$ cat src/hdl/min_max_rescale_defines.svh
// Assertion macros shared by the min_max_rescale RTL.
`ifndef MIN_MAX_RESCALE_DEFINES_SVH
`define MIN_MAX_RESCALE_DEFINES_SVH

`ifndef SYNTHESIS

// same-cycle implication
`define MMR_ASSERT_IMP(name, clk, rst_n, ante, cons) \
    name: assert property (@(posedge clk) disable iff (!rst_n) (ante) |-> (cons)) \
        else $error("min_max_rescale: assertion failed");

// next-cycle implication
`define MMR_ASSERT_NXT(name, clk, rst_n, ante, cons) \
    name: assert property (@(posedge clk) disable iff (!rst_n) (ante) |=> (cons)) \
        else $error("min_max_rescale: assertion failed");

`else

`define MMR_ASSERT_IMP(name, clk, rst_n, ante, cons)
`define MMR_ASSERT_NXT(name, clk, rst_n, ante, cons)

`endif

`endif

$ cat src/hdl/mmr_pkg.sv
package mmr_pkg;

    localparam int DATA_W      = 32;   // Q16.16 field width
    localparam int MIN_W       = 33;   // running min/max, signed
    localparam int RANGE_W     = 34;   // max - min, unsigned
    localparam int TRANGE_W    = 31;
    localparam int FRAC_W      = 16;
    localparam int NUM_W       = TRANGE_W + FRAC_W;   // divider numerator
    localparam int SCALE_W     = 48;
    localparam int SCALE_SPLIT = 24;
    localparam int OFF_W       = 33;
    localparam int PROD_W      = OFF_W + SCALE_SPLIT;
    localparam int FULL_W      = PROD_W + SCALE_SPLIT;   // full offset x scale
    localparam int CAP_BIT     = 62;                     // products capped at 2^62
    localparam int STR_W       = CAP_BIT - FRAC_W + 1;   // stretched offset
    localparam int SUM_W       = 50;
    localparam int VALUE_WIDTH = 32;   // saturation width
    localparam int BLOCK_DEPTH_DEF = 64;

    localparam int CFG_IDX_W  = 3;
    localparam int CFG_DATA_W = 32;

    localparam logic [CFG_IDX_W-1:0] REG_TARGET_MIN   = 3'd0;
    localparam logic [CFG_IDX_W-1:0] REG_TARGET_RANGE = 3'd1;
    localparam logic [CFG_IDX_W-1:0] REG_MOVE_MIN     = 3'd2;
    localparam logic [CFG_IDX_W-1:0] REG_STRETCH      = 3'd3;
    localparam logic [CFG_IDX_W-1:0] REG_TIME_SPAN    = 3'd4;

    localparam logic [SCALE_W-1:0]  SCALE_ONE       = 48'd65536;
    localparam logic [TRANGE_W-1:0] TRANGE_RESET    = 31'd65536;
    localparam logic signed [MIN_W-1:0] MIN_RESET   = 33'sh0_FFFF_FFFF;
    localparam logic signed [MIN_W-1:0] MAX_RESET   = 33'sh1_0000_0000;

    typedef struct packed {
        logic signed [DATA_W-1:0] sample_value;
        logic signed [DATA_W-1:0] span_length;
        logic                     block_end;
    } t_in_item;

    typedef struct packed {
        logic signed [DATA_W-1:0] scaled_value;
        logic signed [DATA_W-1:0] found_minimum;
        logic [DATA_W-1:0]        found_range;
        logic                     run_end;
    } t_out_item;

    // marks an item moving down the emit pipeline
    typedef struct packed {
        logic vld;
        logic last;
    } t_tag;

    // per-block settings seen by the rescale pipeline
    typedef struct packed {
        logic signed [MIN_W-1:0] minimum;
        logic [SCALE_W-1:0]      scale;
        logic signed [MIN_W-1:0] base;
        logic                    stretch;
    } t_scale_cfg;

    // clamp to signed VALUE_WIDTH, keep the low 32 bits
    function automatic logic [DATA_W-1:0] sat_value(input logic signed [SUM_W-1:0] v);
        logic signed [SUM_W-1:0] hi;
        logic signed [SUM_W-1:0] lo;
        logic [DATA_W-1:0]       r;
        hi = SUM_W'((64'd1 << (VALUE_WIDTH - 1)) - 64'd1);
        lo = ~hi;
        if (v > hi) begin
            r = hi[DATA_W-1:0];
        end else if (v < lo) begin
            r = lo[DATA_W-1:0];
        end else begin
            r = v[DATA_W-1:0];
        end
        return r;
    endfunction

endpackage

$ cat src/hdl/mmr_store.sv
module mmr_store #(
    parameter int DEPTH = mmr_pkg::BLOCK_DEPTH_DEF,
    localparam int AW   = $clog2(DEPTH)
) (
    input  logic                      i_clk,
    input  logic                      i_we,
    input  logic [AW-1:0]             i_waddr,
    input  logic [mmr_pkg::DATA_W-1:0] i_wdata,
    input  logic [AW-1:0]             i_raddr,
    output logic [mmr_pkg::DATA_W-1:0] o_rdata
);

    logic [mmr_pkg::DATA_W-1:0] r_mem [DEPTH];
    logic [mmr_pkg::DATA_W-1:0] r_rdata;

    always_ff @(posedge i_clk) begin
        if (i_we) begin
            r_mem[i_waddr] <= i_wdata;
        end
        r_rdata <= r_mem[i_raddr];
    end

    assign o_rdata = r_rdata;

endmodule

$ cat config.mk
export PLATFORM = sky130hd
export DESIGN_NAME = mmr_store
export DESIGN_NICKNAME = d
export VERILOG_FILES = /design/src/hdl/min_max_rescale_defines.svh /design/src/hdl/mmr_pkg.sv /design/src/hdl/mmr_store.sv
export SDC_FILE = /design/constraint.sdc
export NUM_CORES = 2
export LEC_CHECK = 0
export BUFFER_PORTS_ARGS = -buffer_cell sky130_fd_sc_hd__buf_2
export CORE_ASPECT_RATIO = 2
export CORE_MARGIN = 1
export CORE_UTILIZATION = 59
export CTS_BUF_LIST = sky130_fd_sc_hd__clkbuf_8
export CTS_CLUSTER_DIAMETER = 100
export CTS_CLUSTER_SIZE = 16
export DETAILED_ROUTE_END_ITERATION = 10
export PLACE_DENSITY = 0.88
export SLEW_MARGIN = 20
export SYNTH_ARGS = -nofsm -noshare
export SYNTH_HDL_FRONTEND = slang
export SYNTH_SLANG_ARGS = --single-unit
export TNS_END_PERCENT = 50
$ cat constraint.sdc
create_clock -name i_clk -period 3.75 [get_ports i_clk]
set_input_delay 0.375 -clock i_clk [delete_from_list [all_inputs] [get_ports i_clk]]
set_output_delay 0.375 -clock i_clk [all_outputs]
set_load 0.02 [all_outputs]
==> reports/metrics.cfg <==
[yosys]
ys_ff_latch=2080
syn_area_sq_um=78500
synth_nets=3370
synth.top_cell.area_share_pct=78.3
yosysMostFrequentCell=edfxtp_1
synth-main-ff-cell=edfxtp_1
post-synth-top-area-cell=edfxtp_1
synth_edf_count=2048
async_flop_share_pct=0
synth_commonest_cells=edfxtp_1, mux4_2, nor2_1, mux2i_1, o22ai_1
synth_area_per_cell_sq_um=23.6
netlist_top_cells_area=edfxtp_1, mux4_2, mux2i_1
synth_cell_types=34
ys_warn_count=0
yosysSeqAreaShare_pct=79.1
synthCells=3324

[die]
die_w_microns=260
start_util_pct=59.4
row_count=189
die_area_sq_um=135000
die_h_microns=518
io-pin-count=78
core_area_sq_um=132000

[routing]
ant_nets=0
drt_iter0_drc=6715
routed_wl_microns=207000
routed-via-count=39600
first_pass_iters=6
wl_per_cell_microns=38.3
viasPerCell=7.33
post-route-drc-count=0

[job]
cap_viol_max_count=0

[grt]
grt.overflow.total=0
grt_usage_pct=31.3
grt_max_degree=65
grt_pass1_wl_microns=290000
grt_pass1_vias=40000
antenna_found_initial=22

[sta]
max_freq_ghz=0.387
fin_crit_sh_pct=68.8
finalClockSkew_ns=0.0410
slew_headroom_pct=22.1
period_minus_slack_ns=2.58
fin_ws_ns=1.17
drv_slew=0
tightest_slew_ns=1.17
finalSetupViolCount=0
hold_viol_final=0
fin_setup_tns_ns=0
rsz0062_at_grt=no

[clocking]
cts_setup_buffers=0
clkLatencyLatePin_ns=0.88
cts_buffers=147
tritoncts=done
ctsLongestPathBuffers=3
htreeDepth=4
clockRootBuffer=clkbuf_8
cts_resized=0
cts.sink_count=2080
clkTransAtPathRegs_ns=0.10

[placement]
post-place-ws_ns=0.408
port_buffers=77
gp_congestion=0.846
place_hpwl_microns=126000

[min_path]
hold_depth=1
hold_path_class=primary input to flip-flop
hold_start=i_wdata[15]

[cells_and_area]
syn_to_final_growth_pct=8.73
drive_gt1_share_pct=28.4
nets=3606

[worst_setup_path]
cp.arrival_ns=3.32
endpoint_kind=flip-flop
timing.critical_path.required_ns=4.49
regToRegStartpoint=r_mem[28][19]
ff2ff_path_depth=4
crit_path_start=i_raddr[0]
path_max_fanout=43
worst-setup-path-type=primary input to flip-flop
critPathLaunchType=primary input

[power_and_ir_drop]
power.total_mw=39.0
p_per_area_nw_per_um2=457
power.static_leakage_nw=26.4
ir_worst_vdd_mv=0.277

[outcome]
status=finished clean

flip-flops by register name, summed over array words and instances (netlist names):
name,flops
o_rdata,32
r_mem,2048
cell type report:
| class | count | area [sq um] |
|---|---|---|
| antenna | 12 | 30.0 |
| clock buffer | 151 | 2080 |
| clock inverter | 103 | 434 |
| fill | 7419 | 46800 |
| multi-input combinational | 1062 | 16000 |
| sequential | 2080 | 62100 |
| tap | 1719 | 2150 |
| timing repair buffer | 269 | 2570 |
report_power, final:
| part | leakage [nW] | switching (mW) | internal (mW) |
|---|---|---|---|
| clock | 1.59 | 6.95 | 3.78 |
| combinational | 6.16 | 1.54 | 0.911 |
| sequential | 18.7 | 0.154 | 25.7 |
stage by stage:
stage	util (%)	std cells	area (sq um)	hold WS, ns
after floorplan	-	3324	78500	0.474
after global placement	62.6	5126	82700	0.716
after detailed placement	62.6	5126	82700	0.770
after CTS	64.5	5380	85200	0.122
after global routing	64.6	5386	85300	0.000573
final	64.6	5396	85400	0.0241
final timing paths:
kind | to | slack [ns]
worst min register to register | o_rdata[8] | 0.82
worst max register to register | o_rdata[19] | 1.32
worst max-delay path | o_rdata[19] | 1.17
worst min-delay path | r_mem[61][15] | 0.02
critical path, cell delays in order:
cell and delay (ns):
buf_8 0.55, buf_12 0.37, mux4_2 0.57, mux4_2 0.53, o22ai_1 0.73, nor2_1 0.12
kinds of logic after synthesis:
| logic type | share of synthesized area (%) |
|---|---|
| muxes | 16.8 |
| buffers and inverters | 1.13 |
| DFF | 79.1 |
| AOI/OAI and AO/OA | 1.67 |
| and+or+nand+nor | 1.27 |
placed cells by master, fill, tap and decap left out, types with 3 or more instances in the layout:
cell        synthesis  final
dfxtp_1            32     32
clkinvlp_4          0      8
and3_1              4      4
a311oi_1            8      8
buf_2              57     55
nor3_1              7      5
nand2b_1            8      7
nor2_4              0     62
or3b_2              3      3
buf_4              25    156
edfxtp_1         2048   2048
diode_2             0     12
a21oi_1            62     62
a22oi_1            12     12
a41o_1              4      4
nand2_1            26     26
nor2_1            137     75
nor2b_1            15     15
mux2i_1            93     93
mux4_2            544    544
nand3b_1            5      5
or3_1               3      3
buf_12              0     53
o22ai_1            84     84
o32ai_1             4      4
clkbuf_8            0    151
nand3_1             5      5
buf_8               0      3
inv_1               0     92
o221ai_1           27     27
timing repair:
item                                    in CTS  in global routing
hold endpoints to repair                     0                 32
endpoints found under the setup margin       0                  0
hold buffers                                 0                  2
metal layers:
layer	global-route usage (%)	wire length, microns
met1	36.3	61500
met2	52.6	106000
met3	6.27	22600
met4	20.6	16000
met5	0	99
(Power assumes the default switching activity.)
