===== src/hdl/min_max_rescale_defines.svh =====
// Assertion macros shared by the min_max_rescale RTL.
`ifndef MIN_MAX_RESCALE_DEFINES_SVH
`define MIN_MAX_RESCALE_DEFINES_SVH

`ifndef SYNTHESIS

// same-cycle implication
`define MMR_ASSERT_IMP(name, clk, rst_n, ante, cons) \
    name: assert property (@(posedge clk) disable iff (!rst_n) (ante) |-> (cons)) \
        else $error("min_max_rescale: assertion failed");

// next-cycle implication
`define MMR_ASSERT_NXT(name, clk, rst_n, ante, cons) \
    name: assert property (@(posedge clk) disable iff (!rst_n) (ante) |=> (cons)) \
        else $error("min_max_rescale: assertion failed");

`else

`define MMR_ASSERT_IMP(name, clk, rst_n, ante, cons)
`define MMR_ASSERT_NXT(name, clk, rst_n, ante, cons)

`endif

`endif


===== src/hdl/mmr_pkg.sv =====
package mmr_pkg;

    localparam int DATA_W      = 32;   // Q16.16 field width
    localparam int MIN_W       = 33;   // running min/max, signed
    localparam int RANGE_W     = 34;   // max - min, unsigned
    localparam int TRANGE_W    = 31;
    localparam int FRAC_W      = 16;
    localparam int NUM_W       = TRANGE_W + FRAC_W;   // divider numerator
    localparam int SCALE_W     = 48;
    localparam int SCALE_SPLIT = 24;
    localparam int OFF_W       = 33;
    localparam int PROD_W      = OFF_W + SCALE_SPLIT;
    localparam int FULL_W      = PROD_W + SCALE_SPLIT;   // full offset x scale
    localparam int CAP_BIT     = 62;                     // products capped at 2^62
    localparam int STR_W       = CAP_BIT - FRAC_W + 1;   // stretched offset
    localparam int SUM_W       = 50;
    localparam int VALUE_WIDTH = 32;   // saturation width
    localparam int BLOCK_DEPTH_DEF = 64;

    localparam int CFG_IDX_W  = 3;
    localparam int CFG_DATA_W = 32;

    localparam logic [CFG_IDX_W-1:0] REG_TARGET_MIN   = 3'd0;
    localparam logic [CFG_IDX_W-1:0] REG_TARGET_RANGE = 3'd1;
    localparam logic [CFG_IDX_W-1:0] REG_MOVE_MIN     = 3'd2;
    localparam logic [CFG_IDX_W-1:0] REG_STRETCH      = 3'd3;
    localparam logic [CFG_IDX_W-1:0] REG_TIME_SPAN    = 3'd4;

    localparam logic [SCALE_W-1:0]  SCALE_ONE       = 48'd65536;
    localparam logic [TRANGE_W-1:0] TRANGE_RESET    = 31'd65536;
    localparam logic signed [MIN_W-1:0] MIN_RESET   = 33'sh0_FFFF_FFFF;
    localparam logic signed [MIN_W-1:0] MAX_RESET   = 33'sh1_0000_0000;

    typedef struct packed {
        logic signed [DATA_W-1:0] sample_value;
        logic signed [DATA_W-1:0] span_length;
        logic                     block_end;
    } t_in_item;

    typedef struct packed {
        logic signed [DATA_W-1:0] scaled_value;
        logic signed [DATA_W-1:0] found_minimum;
        logic [DATA_W-1:0]        found_range;
        logic                     run_end;
    } t_out_item;

    // marks an item moving down the emit pipeline
    typedef struct packed {
        logic vld;
        logic last;
    } t_tag;

    // per-block settings seen by the rescale pipeline
    typedef struct packed {
        logic signed [MIN_W-1:0] minimum;
        logic [SCALE_W-1:0]      scale;
        logic signed [MIN_W-1:0] base;
        logic                    stretch;
    } t_scale_cfg;

    // clamp to signed VALUE_WIDTH, keep the low 32 bits
    function automatic logic [DATA_W-1:0] sat_value(input logic signed [SUM_W-1:0] v);
        logic signed [SUM_W-1:0] hi;
        logic signed [SUM_W-1:0] lo;
        logic [DATA_W-1:0]       r;
        hi = SUM_W'((64'd1 << (VALUE_WIDTH - 1)) - 64'd1);
        lo = ~hi;
        if (v > hi) begin
            r = hi[DATA_W-1:0];
        end else if (v < lo) begin
            r = lo[DATA_W-1:0];
        end else begin
            r = v[DATA_W-1:0];
        end
        return r;
    endfunction

endpackage


===== src/hdl/mmr_scale.sv =====
`include "min_max_rescale_defines.svh"

// Four-stage rescale: offset, split multiply, combine, add base and clamp.
module mmr_scale (
    input  logic                         i_clk,
    input  logic                         i_rst_n,
    input  logic [mmr_pkg::DATA_W-1:0]   i_rdata,
    input  mmr_pkg::t_tag                i_tag,
    input  mmr_pkg::t_scale_cfg          i_cfg,
    output logic [mmr_pkg::DATA_W-1:0]   o_value,
    output mmr_pkg::t_tag                o_tag
);

    localparam int OFF_W   = mmr_pkg::OFF_W;
    localparam int PROD_W  = mmr_pkg::PROD_W;
    localparam int FULL_W  = mmr_pkg::FULL_W;
    localparam int STR_W   = mmr_pkg::STR_W;
    localparam int CAP_BIT = mmr_pkg::CAP_BIT;
    localparam int SUM_W   = mmr_pkg::SUM_W;
    localparam int MIN_W   = mmr_pkg::MIN_W;
    localparam int SPLIT   = mmr_pkg::SCALE_SPLIT;
    localparam int FRAC_W  = mmr_pkg::FRAC_W;

    mmr_pkg::t_tag r_tag [4];

    logic [OFF_W-1:0]           r_off;
    logic [OFF_W-1:0]           r_off_b;
    logic [PROD_W-1:0]          r_pl;
    logic [PROD_W-1:0]          r_ph;
    logic [STR_W-1:0]           r_p;
    logic [mmr_pkg::DATA_W-1:0] r_value;

    logic signed [MIN_W:0] diff;
    logic [FULL_W-1:0]     psum;
    logic                  p_big;
    logic signed [SUM_W-1:0] total;

    always_comb begin
        diff  = $signed({{2{i_rdata[mmr_pkg::DATA_W-1]}}, i_rdata})
              - $signed({i_cfg.minimum[MIN_W-1], i_cfg.minimum});
        psum  = (FULL_W'(r_ph) << SPLIT) + FULL_W'(r_pl);
        p_big = |psum[FULL_W-1:CAP_BIT];
        total = $signed({{(SUM_W - MIN_W){i_cfg.base[MIN_W-1]}}, i_cfg.base})
              + $signed({{(SUM_W - STR_W){1'b0}}, r_p});
    end

    always_ff @(posedge i_clk) begin
        if (!i_rst_n) begin
            for (int i = 0; i < 4; i++) begin
                r_tag[i] <= '0;
            end
        end else begin
            r_tag[0] <= i_tag;
            for (int i = 1; i < 4; i++) begin
                r_tag[i] <= r_tag[i-1];
            end
        end
    end

    always_ff @(posedge i_clk) begin
        // offset is never negative, fits 33 bits
        r_off   <= diff[OFF_W-1:0];
        r_pl    <= r_off * i_cfg.scale[SPLIT-1:0];
        r_ph    <= r_off * i_cfg.scale[mmr_pkg::SCALE_W-1:SPLIT];
        r_off_b <= r_off;
        // products at or above 2^62 are capped there before the shift
        if (!i_cfg.stretch) begin
            r_p <= STR_W'(r_off_b);
        end else if (p_big) begin
            r_p <= STR_W'(1) << (CAP_BIT - FRAC_W);
        end else begin
            r_p <= STR_W'(psum[CAP_BIT-1:FRAC_W]);
        end
        r_value <= mmr_pkg::sat_value(total);
    end

    assign o_value = r_value;
    assign o_tag   = r_tag[3];

    `MMR_ASSERT_IMP(a_fixed_latency, i_clk, i_rst_n, r_tag[3].vld, $past(i_tag.vld, 4))

endmodule


===== config.mk =====
export PLATFORM = sky130hd
export DESIGN_NAME = mmr_scale
export DESIGN_NICKNAME = d
export VERILOG_FILES = /design/src/hdl/mmr_pkg.sv /design/src/hdl/mmr_scale.sv
export VERILOG_INCLUDE_DIRS = /design/src /design/src/hdl
export SDC_FILE = /design/constraint.sdc
export NUM_CORES = 2
export LEC_CHECK = 0
export ABC_AREA = 1
export CAP_MARGIN = 20
export CORE_UTILIZATION = 34
export CTS_CLUSTER_SIZE = 20
export DETAILED_ROUTE_END_ITERATION = 16
export DONT_BUFFER_PORTS = 1
export HOLD_SLACK_MARGIN = 0.05
export PLACE_DENSITY_LB_ADDON = 0.08
export RECOVER_POWER = 50
export SLEW_MARGIN = 25
export SYNTH_ARGS = -nofsm -noshare
export SYNTH_HDL_FRONTEND = slang
export SYNTH_SLANG_ARGS = --single-unit

===== constraint.sdc =====
create_clock -name i_clk -period 6.6 [get_ports i_clk]
set_clock_uncertainty 0.15 [all_clocks]
set_input_delay 0.99 -clock i_clk [delete_from_list [all_inputs] [get_ports i_clk]]
set_output_delay 0.99 -clock i_clk [all_outputs]
set_load 0.005 [all_outputs]

==> flow_summary.toml <==
[status]
outcome = "finished, violations left"
violations = "negative setup slack"

[clock_tree]
cts_root_buf = "clkbuf_16"
cts_buffer_depth = 3
cts.sinks = 251
h-tree-depth = 2
clock_latency_ns = 0.57
cts_tree = "yes"
cts_buffers = 35
clkTransAtPathRegs_ns = 0.06

[synth]
yosysWarnings = 0
synth.net_count = 11400
ys.flop_type = "dfxtp_1"
syn-mean-instance-area_um2 = 7.22
synth_seq_cells = 251
synth_top_cell_by_area = "fa_1"
synth_edf_count = 0
synth_area_leaders = "fa_1 40%, inv_1 16%, nand2_1 15%"
syn_area_um2 = 68300
async_flop_share_pct = 0
ys_types = 44
synth_top_area_share_pct = 39.9
synthCells = 9454
ys_seq_area_share_pct = 7.36

[cells_and_area]
layout.cells.most_common_list = "2719 x inv_1, 2660 x nand2_1, 1294 x fa_1"
fin_area_um2 = 82800
fillers = 20800
final_net_count = 11900
syn_to_final_growth_pct = 21.2
drive_gt1_share_pct = 15.7
final_cells = 12600
final_common_cell = "inv_1"

[floorplanning]
start_util_pct = 34.2
fp.dieH_um = 450
core_area_um2 = 200000
die_w_um = 450
die-area_um2 = 203000
num_rows = 164
ioPinCount = 185

[routing]
post_drt_wl_per_cell_um = 20.6
drt_pass1_iterations = 7
drt-total-wl_mm = 259
via_per_inst = 4.64
drc = 0
top_layer = "met5"
num_vias = 58300
drt_iter0_drc = 3356
met1Wirelength_mm = 120
met3WireLength_mm = 11.8
ant_nets = 0
wl_met2_mm = 120

[timing]
worst_slew_pin_slew_ns = 1.06
fin_crit_sh_pct = 102
slew_headroom_pct = 29.3
holdWs_ns = 0.257
hold_viol = 0
worst_slack_ns = -0.163
setup-violations-final = 21
rsz0062_at_grt = "true"
fmax_mhz = 148
drv_slew = 0
min_period_ns = 6.76

[global_routing]
grt_overflow = 0
grt_pass1_vias = 62600
grt_pass1_wl_mm = 388
antenna_found_initial = 8
grt.total_usage_pct = 25.3
grt_max_degree = 38

[place]
place_inst = 12300
place.gp.congestion = 0.914
place_hpwl_mm = 206
place_area_um2 = 75900
portBuffers = 0

[worst_setup_path]
worstRegToRegCells = 28
cp_max_fo = 6
start_kind = "register"
critPathMaxStageDelay_ns = 0.57
worstSetupPathType = "register to register"
cp_slowest_cell = "fa_2"
endpoint_kind = "register"
cpMostUsedCell = "inv_2"
cp.arrival_ns = 7.03
required_ns = 6.87

[min_path]
min_path_type = "register to register"
min_delay_path_depth = 2

[job]
maxCapViolations = 0
registers in the layout, indices dropped and copies added, names as in the netlist:
name / count
r_p: 47
r_off_b: 33
r_tag: 8
r_pl: 41
o_value: 32
r_off: 33
r_ph: 57
worst max-delay path, delay by kind of cell (launching register included):
family	cells	cell delay (ns)
AO/OA/AOI/OAI	5	0.75
AND/OR/NAND/NOR	3	0.23
adder cells (fa/ha/maj)	8	3.96
buffers and inverters	11	1.03
XOR/XNOR	1	0.13
flip-flops	1	0.34
cells by family (layout without fill, tap and decap cells):
family                     after synthesis  count (layout)  share of synthesized area [%]
adders and majority gates             1837            1837                           48.6
buffers and inverters                 3234            3692                           17.8
DFF                                    251             251                           7.36
xor gates and xnor gates               174             174                           2.23
other                                    0               3                              0
AOI/OAI and AO/OA                      509             509                           4.13
and+or+nand+nor                       3449            3449                           19.8
stage by stage:
stage                     TNS [ns]  worst slack [ns]  utilization (%)
after floorplan            -0.0557           -0.0198                -
after global routing         -7.08            -0.289             41.5
after global placement      -23.82            -0.744             38.0
final                        -1.10            -0.163             41.5
after detailed placement    -24.21            -0.711             38.0
after CTS                    -1.10            -0.131             39.6
layer usage:
layer | up-vias | GRT usage [%]
li1 | 27600 | -
met1 | 29300 | 35.4
met2 | 1222 | 42.2
met4 | 6 | 5.51
met3 | 241 | 2.24
met5 | - | 0
Yosys cell counts, drive strengths merged, types with 5 or more instances:
cell     count
inv       2854
nand2     2774
fa        1362
ha         475
nor2       387
clkbuf     319
a21oi      261
dfxtp      251
nand3      144
o21ai      123
xor2       112
nand4       69
xnor2       62
buf         60
nor3        42
a31oi       40
a21o        25
o21a        17
nor4        15
o21bai      15
o211ai      12
nand3b      11
and2         6
o2111ai      5
area by class of cell:
| type | count | area [µm²] | area share (%) |
|---|---|---|---|
| clock buffer | 48 | 986 | 1.19 |
| inverter | 2855 | 10700 | 12.9 |
| clock inverter | 14 | 179 | 0.216 |
| tap | 2656 | 3320 | 4.01 |
| multi-input combinational | 5969 | 54300 | 65.6 |
| timing repair buffer | 775 | 8140 | 9.83 |
| antenna | 3 | 7.51 | 0.00907 |
| sequential | 251 | 5100 | 6.16 |
worst paths after layout:
path / from / endpoint / slack, ns
max: r_off[15] / r_ph[50] / -0.16
max reg2reg: r_off[15] / r_ph[50] / -0.16
min: r_tag[2][1] / r_tag[3][1] / 0.26
min reg2reg: r_tag[2][1] / r_tag[3][1] / 0.26
what timing repair did:
item | CTS | global route
gates resized for setup | 251 | 710
setup buffers | 77 | 119
endpoints found under the setup margin | 64 | 70
hold buffers | 0 | 0
pin swaps | 64 | 350
gates cloned | 5 | 15
Power is left out: the tool's default activity adds up to more than one toggle a clock period on the data nets, which glitch-free logic cannot reach.
