File: src/hdl/min_max_rescale_defines.svh
// Assertion macros shared by the min_max_rescale RTL.
`ifndef MIN_MAX_RESCALE_DEFINES_SVH
`define MIN_MAX_RESCALE_DEFINES_SVH

`ifndef SYNTHESIS

// same-cycle implication
`define MMR_ASSERT_IMP(name, clk, rst_n, ante, cons) \
    name: assert property (@(posedge clk) disable iff (!rst_n) (ante) |-> (cons)) \
        else $error("min_max_rescale: assertion failed");

// next-cycle implication
`define MMR_ASSERT_NXT(name, clk, rst_n, ante, cons) \
    name: assert property (@(posedge clk) disable iff (!rst_n) (ante) |=> (cons)) \
        else $error("min_max_rescale: assertion failed");

`else

`define MMR_ASSERT_IMP(name, clk, rst_n, ante, cons)
`define MMR_ASSERT_NXT(name, clk, rst_n, ante, cons)

`endif

`endif

File: src/hdl/mmr_pkg.sv
package mmr_pkg;

    localparam int DATA_W      = 32;   // Q16.16 field width
    localparam int MIN_W       = 33;   // running min/max, signed
    localparam int RANGE_W     = 34;   // max - min, unsigned
    localparam int TRANGE_W    = 31;
    localparam int FRAC_W      = 16;
    localparam int NUM_W       = TRANGE_W + FRAC_W;   // divider numerator
    localparam int SCALE_W     = 48;
    localparam int SCALE_SPLIT = 24;
    localparam int OFF_W       = 33;
    localparam int PROD_W      = OFF_W + SCALE_SPLIT;
    localparam int FULL_W      = PROD_W + SCALE_SPLIT;   // full offset x scale
    localparam int CAP_BIT     = 62;                     // products capped at 2^62
    localparam int STR_W       = CAP_BIT - FRAC_W + 1;   // stretched offset
    localparam int SUM_W       = 50;
    localparam int VALUE_WIDTH = 32;   // saturation width
    localparam int BLOCK_DEPTH_DEF = 64;

    localparam int CFG_IDX_W  = 3;
    localparam int CFG_DATA_W = 32;

    localparam logic [CFG_IDX_W-1:0] REG_TARGET_MIN   = 3'd0;
    localparam logic [CFG_IDX_W-1:0] REG_TARGET_RANGE = 3'd1;
    localparam logic [CFG_IDX_W-1:0] REG_MOVE_MIN     = 3'd2;
    localparam logic [CFG_IDX_W-1:0] REG_STRETCH      = 3'd3;
    localparam logic [CFG_IDX_W-1:0] REG_TIME_SPAN    = 3'd4;

    localparam logic [SCALE_W-1:0]  SCALE_ONE       = 48'd65536;
    localparam logic [TRANGE_W-1:0] TRANGE_RESET    = 31'd65536;
    localparam logic signed [MIN_W-1:0] MIN_RESET   = 33'sh0_FFFF_FFFF;
    localparam logic signed [MIN_W-1:0] MAX_RESET   = 33'sh1_0000_0000;

    typedef struct packed {
        logic signed [DATA_W-1:0] sample_value;
        logic signed [DATA_W-1:0] span_length;
        logic                     block_end;
    } t_in_item;

    typedef struct packed {
        logic signed [DATA_W-1:0] scaled_value;
        logic signed [DATA_W-1:0] found_minimum;
        logic [DATA_W-1:0]        found_range;
        logic                     run_end;
    } t_out_item;

    // marks an item moving down the emit pipeline
    typedef struct packed {
        logic vld;
        logic last;
    } t_tag;

    // per-block settings seen by the rescale pipeline
    typedef struct packed {
        logic signed [MIN_W-1:0] minimum;
        logic [SCALE_W-1:0]      scale;
        logic signed [MIN_W-1:0] base;
        logic                    stretch;
    } t_scale_cfg;

    // clamp to signed VALUE_WIDTH, keep the low 32 bits
    function automatic logic [DATA_W-1:0] sat_value(input logic signed [SUM_W-1:0] v);
        logic signed [SUM_W-1:0] hi;
        logic signed [SUM_W-1:0] lo;
        logic [DATA_W-1:0]       r;
        hi = SUM_W'((64'd1 << (VALUE_WIDTH - 1)) - 64'd1);
        lo = ~hi;
        if (v > hi) begin
            r = hi[DATA_W-1:0];
        end else if (v < lo) begin
            r = lo[DATA_W-1:0];
        end else begin
            r = v[DATA_W-1:0];
        end
        return r;
    endfunction

endpackage

File: src/hdl/mmr_div.sv
`include "min_max_rescale_defines.svh"

// Restoring divider, one quotient bit per cycle.
module mmr_div (
    input  logic                        i_clk,
    input  logic                        i_rst_n,
    input  logic                        i_go,
    input  logic [mmr_pkg::NUM_W-1:0]   i_num,
    input  logic [mmr_pkg::RANGE_W-1:0] i_den,
    output logic                        o_done,
    output logic [mmr_pkg::SCALE_W-1:0] o_quo
);

    localparam int NUM_W = mmr_pkg::NUM_W;
    localparam int DEN_W = mmr_pkg::RANGE_W;
    localparam int CNT_W = $clog2(NUM_W);

    typedef enum logic {
        D_IDLE,
        D_RUN
    } t_dstate;

    t_dstate            r_state;
    logic               r_done;
    logic [CNT_W-1:0]   r_cnt;
    logic [DEN_W-1:0]   r_rem;
    logic [DEN_W-1:0]   r_den;
    logic [NUM_W-1:0]   r_quo;   // numerator shifts out, quotient shifts in

    logic [DEN_W:0]     rem_sh;
    logic               ge;
    logic [DEN_W-1:0]   n_rem;

    always_comb begin
        rem_sh = {r_rem, r_quo[NUM_W-1]};
        ge     = rem_sh >= {1'b0, r_den};
        n_rem  = ge ? DEN_W'(rem_sh - {1'b0, r_den}) : rem_sh[DEN_W-1:0];
    end

    always_ff @(posedge i_clk) begin
        if (!i_rst_n) begin
            r_state <= D_IDLE;
            r_done  <= 1'b0;
        end else begin
            r_done <= 1'b0;
            case (r_state)
                D_IDLE: begin
                    if (i_go) begin
                        if (i_den == '0) begin
                            r_quo  <= NUM_W'(mmr_pkg::SCALE_ONE);
                            r_done <= 1'b1;
                        end else begin
                            r_quo   <= i_num;
                            r_den   <= i_den;
                            r_rem   <= '0;
                            r_cnt   <= '0;
                            r_state <= D_RUN;
                        end
                    end
                end
                D_RUN: begin
                    r_rem <= n_rem;
                    r_quo <= {r_quo[NUM_W-2:0], ge};
                    r_cnt <= r_cnt + CNT_W'(1);
                    if (r_cnt == CNT_W'(NUM_W - 1)) begin
                        r_state <= D_IDLE;
                        r_done  <= 1'b1;
                    end
                end
                default: begin
                    r_state <= D_IDLE;
                end
            endcase
        end
    end

    assign o_done = r_done;
    assign o_quo  = mmr_pkg::SCALE_W'(r_quo);

    `MMR_ASSERT_IMP(a_done_follows_work, i_clk, i_rst_n, r_done, $past(i_go) || $past(r_state == D_RUN))

endmodule

File: config.mk
export PLATFORM = sky130hd
export DESIGN_NAME = mmr_div
export DESIGN_NICKNAME = d
export VERILOG_FILES = /design/src/hdl/mmr_pkg.sv /design/src/hdl/mmr_div.sv
export VERILOG_INCLUDE_DIRS = /design/src /design/src/hdl
export SDC_FILE = /design/constraint.sdc
export NUM_CORES = 1
export LEC_CHECK = 0
export BUFFER_PORTS_ARGS = -buffer_cell sky130_fd_sc_hd__buf_2
export CAP_MARGIN = 20
export CORE_ASPECT_RATIO = 1.75
export CORE_MARGIN = 2
export CORE_UTILIZATION = 55
export DETAILED_ROUTE_END_ITERATION = 7
export PLACE_DENSITY = 0.89
export SYNTH_ARGS = -nofsm -noshare
export SYNTH_HDL_FRONTEND = slang
export SYNTH_SLANG_ARGS = --single-unit
File: constraint.sdc
create_clock -name i_clk -period 10 [get_ports i_clk]
set_input_delay 3 -clock i_clk [delete_from_list [all_inputs] [get_ports i_clk]]
set_output_delay 3 -clock i_clk [all_outputs]
set_load 0.05 [all_outputs]
==> impl_metrics.py <==
metrics = {
    "run_status": {
        "status": "finished, final reports clean",
    },
    "clocking": {
        "clock_sinks": 123,
        "cts.root.buffer_cell": "clkbuf_16",
        "post-cts-setup-buffers": 0,
        "clk_latency_ns": 0.43,
        "numCtsBuffers": 17,
        "clockBufferDepth": 2,
        "h-tree-depth": 4,
        "holdBufCountCts": 0,
        "cts_tree": "yes",
        "cts_resized": 0,
        "path_clk_slew_ns": 0.06,
    },
    "floorplan": {
        "core_um2": 12430,
        "dieArea_um2": 13680,
        "dieWidth_um": 89.29,
        "initial_utilization_pct": 56.32,
        "io_pins": 133,
        "die_y_um": 153.3,
        "rows": 54,
    },
    "sta": {
        "whs_ns": 0.5559,
        "skew_ns": 0.009539,
        "layout_setup_ws_ns": 4.164,
        "finalHoldViolCount": 0,
        "post-route-period-util_pct": 58.36,
        "timing.fmax_mhz": 171.3,
        "relSlewSlack_pct": 32.70,
        "min_period_ns": 5.836,
        "slew_viol_final": 0,
        "setup_violations": 0,
        "final.setup.tns_ns": 0,
        "worstMarginPinSlew_ns": 1.009,
        "rsz0062_at_grt": "false",
    },
    "global_routing": {
        "use_met1_pct": 30.02,
        "grt_usage_pct": 27.90,
        "grt.busiest_layer": "met2",
        "antenna_found_initial": 1,
        "grt_pass1_wl_mm": 29.06,
        "grt_overflow": 0,
        "met2_usage_pct": 48.15,
        "grt_pass1_vias": 6101,
        "use_met3_pct": 6.102,
        "grt_max_degree": 99,
    },
    "setup_path": {
        "worst_ep_arrival_time_ns": 5.97,
        "cp-start-kind": "input port",
        "critPathSlowestCell": "nand3_2",
        "rr_worst_depth": 10,
        "criticalPathCategory": "in2reg",
        "critPathMaxStageDelay_ns": 0.74,
        "crit_path_end_kind": "flop",
        "critPathRequiredTime_ns": 10.14,
        "r2r_setup_slack_ns": 6.43,
        "worst_r2r_startpoint": "r_rem[7]$_SDFFCE_PN0P_",
        "path_cells": "buf_2, nor4_1, nand4_1, nor2_1, nand3_2, and4_1, buf_4",
        "worstReg2RegEnd": "r_rem[1]$_SDFFCE_PN0P_",
        "critical-path-top-delay-family": "simple AND/OR/NAND/NOR gates",
        "cp_max_fo": 50,
        "path_buf_inv": 2,
    },
    "synth": {
        "synth_edf_count": 121,
        "ys_warn_count": 0,
        "ys_types": 58,
        "syn_nets": 823,
        "syn_inst": 702,
        "avgSynthCellArea_um2": 9.974,
        "yosysSeqAreaShare_pct": 52.47,
        "syn_area_um2": 7002,
        "async_reset_ff_share_pct": 0,
        "synth-main-ff-cell": "edfxtp_1",
        "ys_ff_latch": 123,
    },
    "layout": {
        "area_growth_pct": 19.92,
        "drive_above_1_share_pct": 21.43,
        "final_cell_area_um2": 8397,
        "final_nets": 948,
    },
    "run": {
        "drv_cap": 0,
    },
    "routing": {
        "drc": 0,
        "wl_per_cell_um": 17.96,
        "wirelength_mm": 18.12,
        "via_count": 5929,
        "vias_per_cell": 5.876,
        "initialDrtViolationCount": 578,
        "ant_nets": 0,
        "first_pass_iters": 6,
    },
    "worst_hold_path": {
        "worstHoldPathCells": 2,
        "whs_endpoint": "r_quo[39]$_DFFE_PP_",
        "worstHoldStart": "r_quo[38]$_DFFE_PP_",
        "hp-class": "reg2reg",
    },
    "pwr": {
        "vdd_drop_max_uv": 165.5,
        "powerDensity_nw_per_um2": 187.7,
        "leakage_nw": 3.665,
    },
    "placed_design": {
        "dp_hpwl_mm": 12.34,
        "port_buffers": 131,
        "post-place-ws_ns": 3.700,
        "place_area_um2": 7794,
        "routabilityCongestion": 0.9498,
    },
}
-- per-layer routing --
layer,vias to the layer above,routed length (µm)
met4,0,949
met2,295,9839
met3,72,1146
li1,2770,-
met5,-,0
met1,2792,6189
-- sequential cells by signal (all words and copies together), names as in the netlist --
register,cells
r_state,1
r_quo,47
r_den,34
o_done,1
r_rem,34
r_cnt,6
-- power by group --
group	switching, mW	leakage, nW	internal (mW)
sequential	0.0196	1.18	0.612
clock	0.254	0.291	0.376
combinational	0.206	2.20	0.108
total	0.480	3.67	1.10
-- cells by family after synthesis --
kind of cell               share of synthesized area [%]
and+or+nand+nor                                    16.57
AOI/OAI and AO/OA                                  13.85
DFF                                                52.47
buffers and inverters                              4.164
adders and majority gates                          6.719
xor gates and xnor gates                           3.753
muxes                                              2.430
other                                            0.05356
-- final cells by class --
cell class,instances,area (µm²)
fillers,893,4035
flip-flops and latches,123,3675
multi-input cells,504,3043
repair buffers,137,700.7
clock buffers,17,425.4
well taps,168,210.2
clock inverters,15,175.2
inverters,44,165.2
diodes,1,2.502
-- worst max path at each step --
stage / start / to / slack [ns] / depth (start not counted)
after floorplan: i_rst_n / r_cnt[0]$_SDFFCE_PN0P_ / 4.36 / 2
after global placement: i_den[24] / r_den[19]$_DFFE_PP_ / 3.86 / 7
after detailed placement: i_den[24] / r_den[19]$_DFFE_PP_ / 3.70 / 7
after CTS: i_den[24] / r_den[11]$_DFFE_PP_ / 4.16 / 7
after global routing: i_den[31] / r_den[11]$_DFFE_PP_ / 4.01 / 7
final: i_den[24] / r_den[23]$_DFFE_PP_ / 4.16 / 7
-- synth_stat cells (2+ instances only) --
library cell,instances,area [µm²]
a211oi_1,5,37.54
a21o_1,15,112.6
a21oi_1,37,185.2
a2bb2oi_1,2,17.52
a31oi_1,6,37.54
and2_1,5,31.28
and3_1,6,37.54
and4_1,2,17.52
buf_1,2,7.510
buf_2,3,15.01
clkbuf_1,23,86.33
clkbuf_2,2,10.01
dfxtp_1,2,40.04
edfxtp_1,121,3633
ha_1,36,450.4
inv_1,43,161.4
mux2i_1,17,170.2
nand2_1,124,465.5
nand2b_1,4,25.02
nand3_1,27,135.1
nand4_1,6,37.54
nor2_1,50,187.7
nor2b_1,4,25.02
nor3_1,6,30.03
nor3b_1,3,22.52
nor4_1,10,62.56
o211a_1,3,30.03
o211ai_1,4,30.03
o21a_1,6,45.04
o21ai_0,67,335.3
or2_2,4,25.02
or3_1,2,12.51
or4_1,2,15.01
xnor2_1,18,157.7
xor2_1,12,105.1
-- tightest hold or removal path, delay by kind of cell (launching register included) --
family,cells,cell delay [ns]
flops,1,0.34
compound gates,1,0.06
simple gates,1,0.05
-- metrics by stage --
step           instances  util (%)  power (mW)
2_1_floorplan        702         -      0.8636
3_3_place_gp         976     62.69      0.9354
3_5_place_dp         976     62.69      0.9444
4_1_cts             1008     67.52       1.571
5_1_grt             1009     67.54       1.630
6_report            1009     67.54       1.576
-- layout by cell type (no fill, tap or decap), types with 5 or more instances in the layout --
cell and n:
a31oi_1 6, and2_1 5, nand3_1 26, ha_1 36, xor2_1 12, nand4_1 6
inv_1 43, and3_1 6, nor2_1 50, buf_2 131, nor3_1 6, o21ai_0 67
nor4_1 10, inv_6 6, o21a_1 5, clkbuf_16 17, nand2_1 124, a211oi_1 5
mux2i_1 17, buf_4 6, a21oi_1 37, xnor2_1 18, a21o_1 15, edfxtp_1 121
No activity file was read; power rests on OpenSTA's default activity.
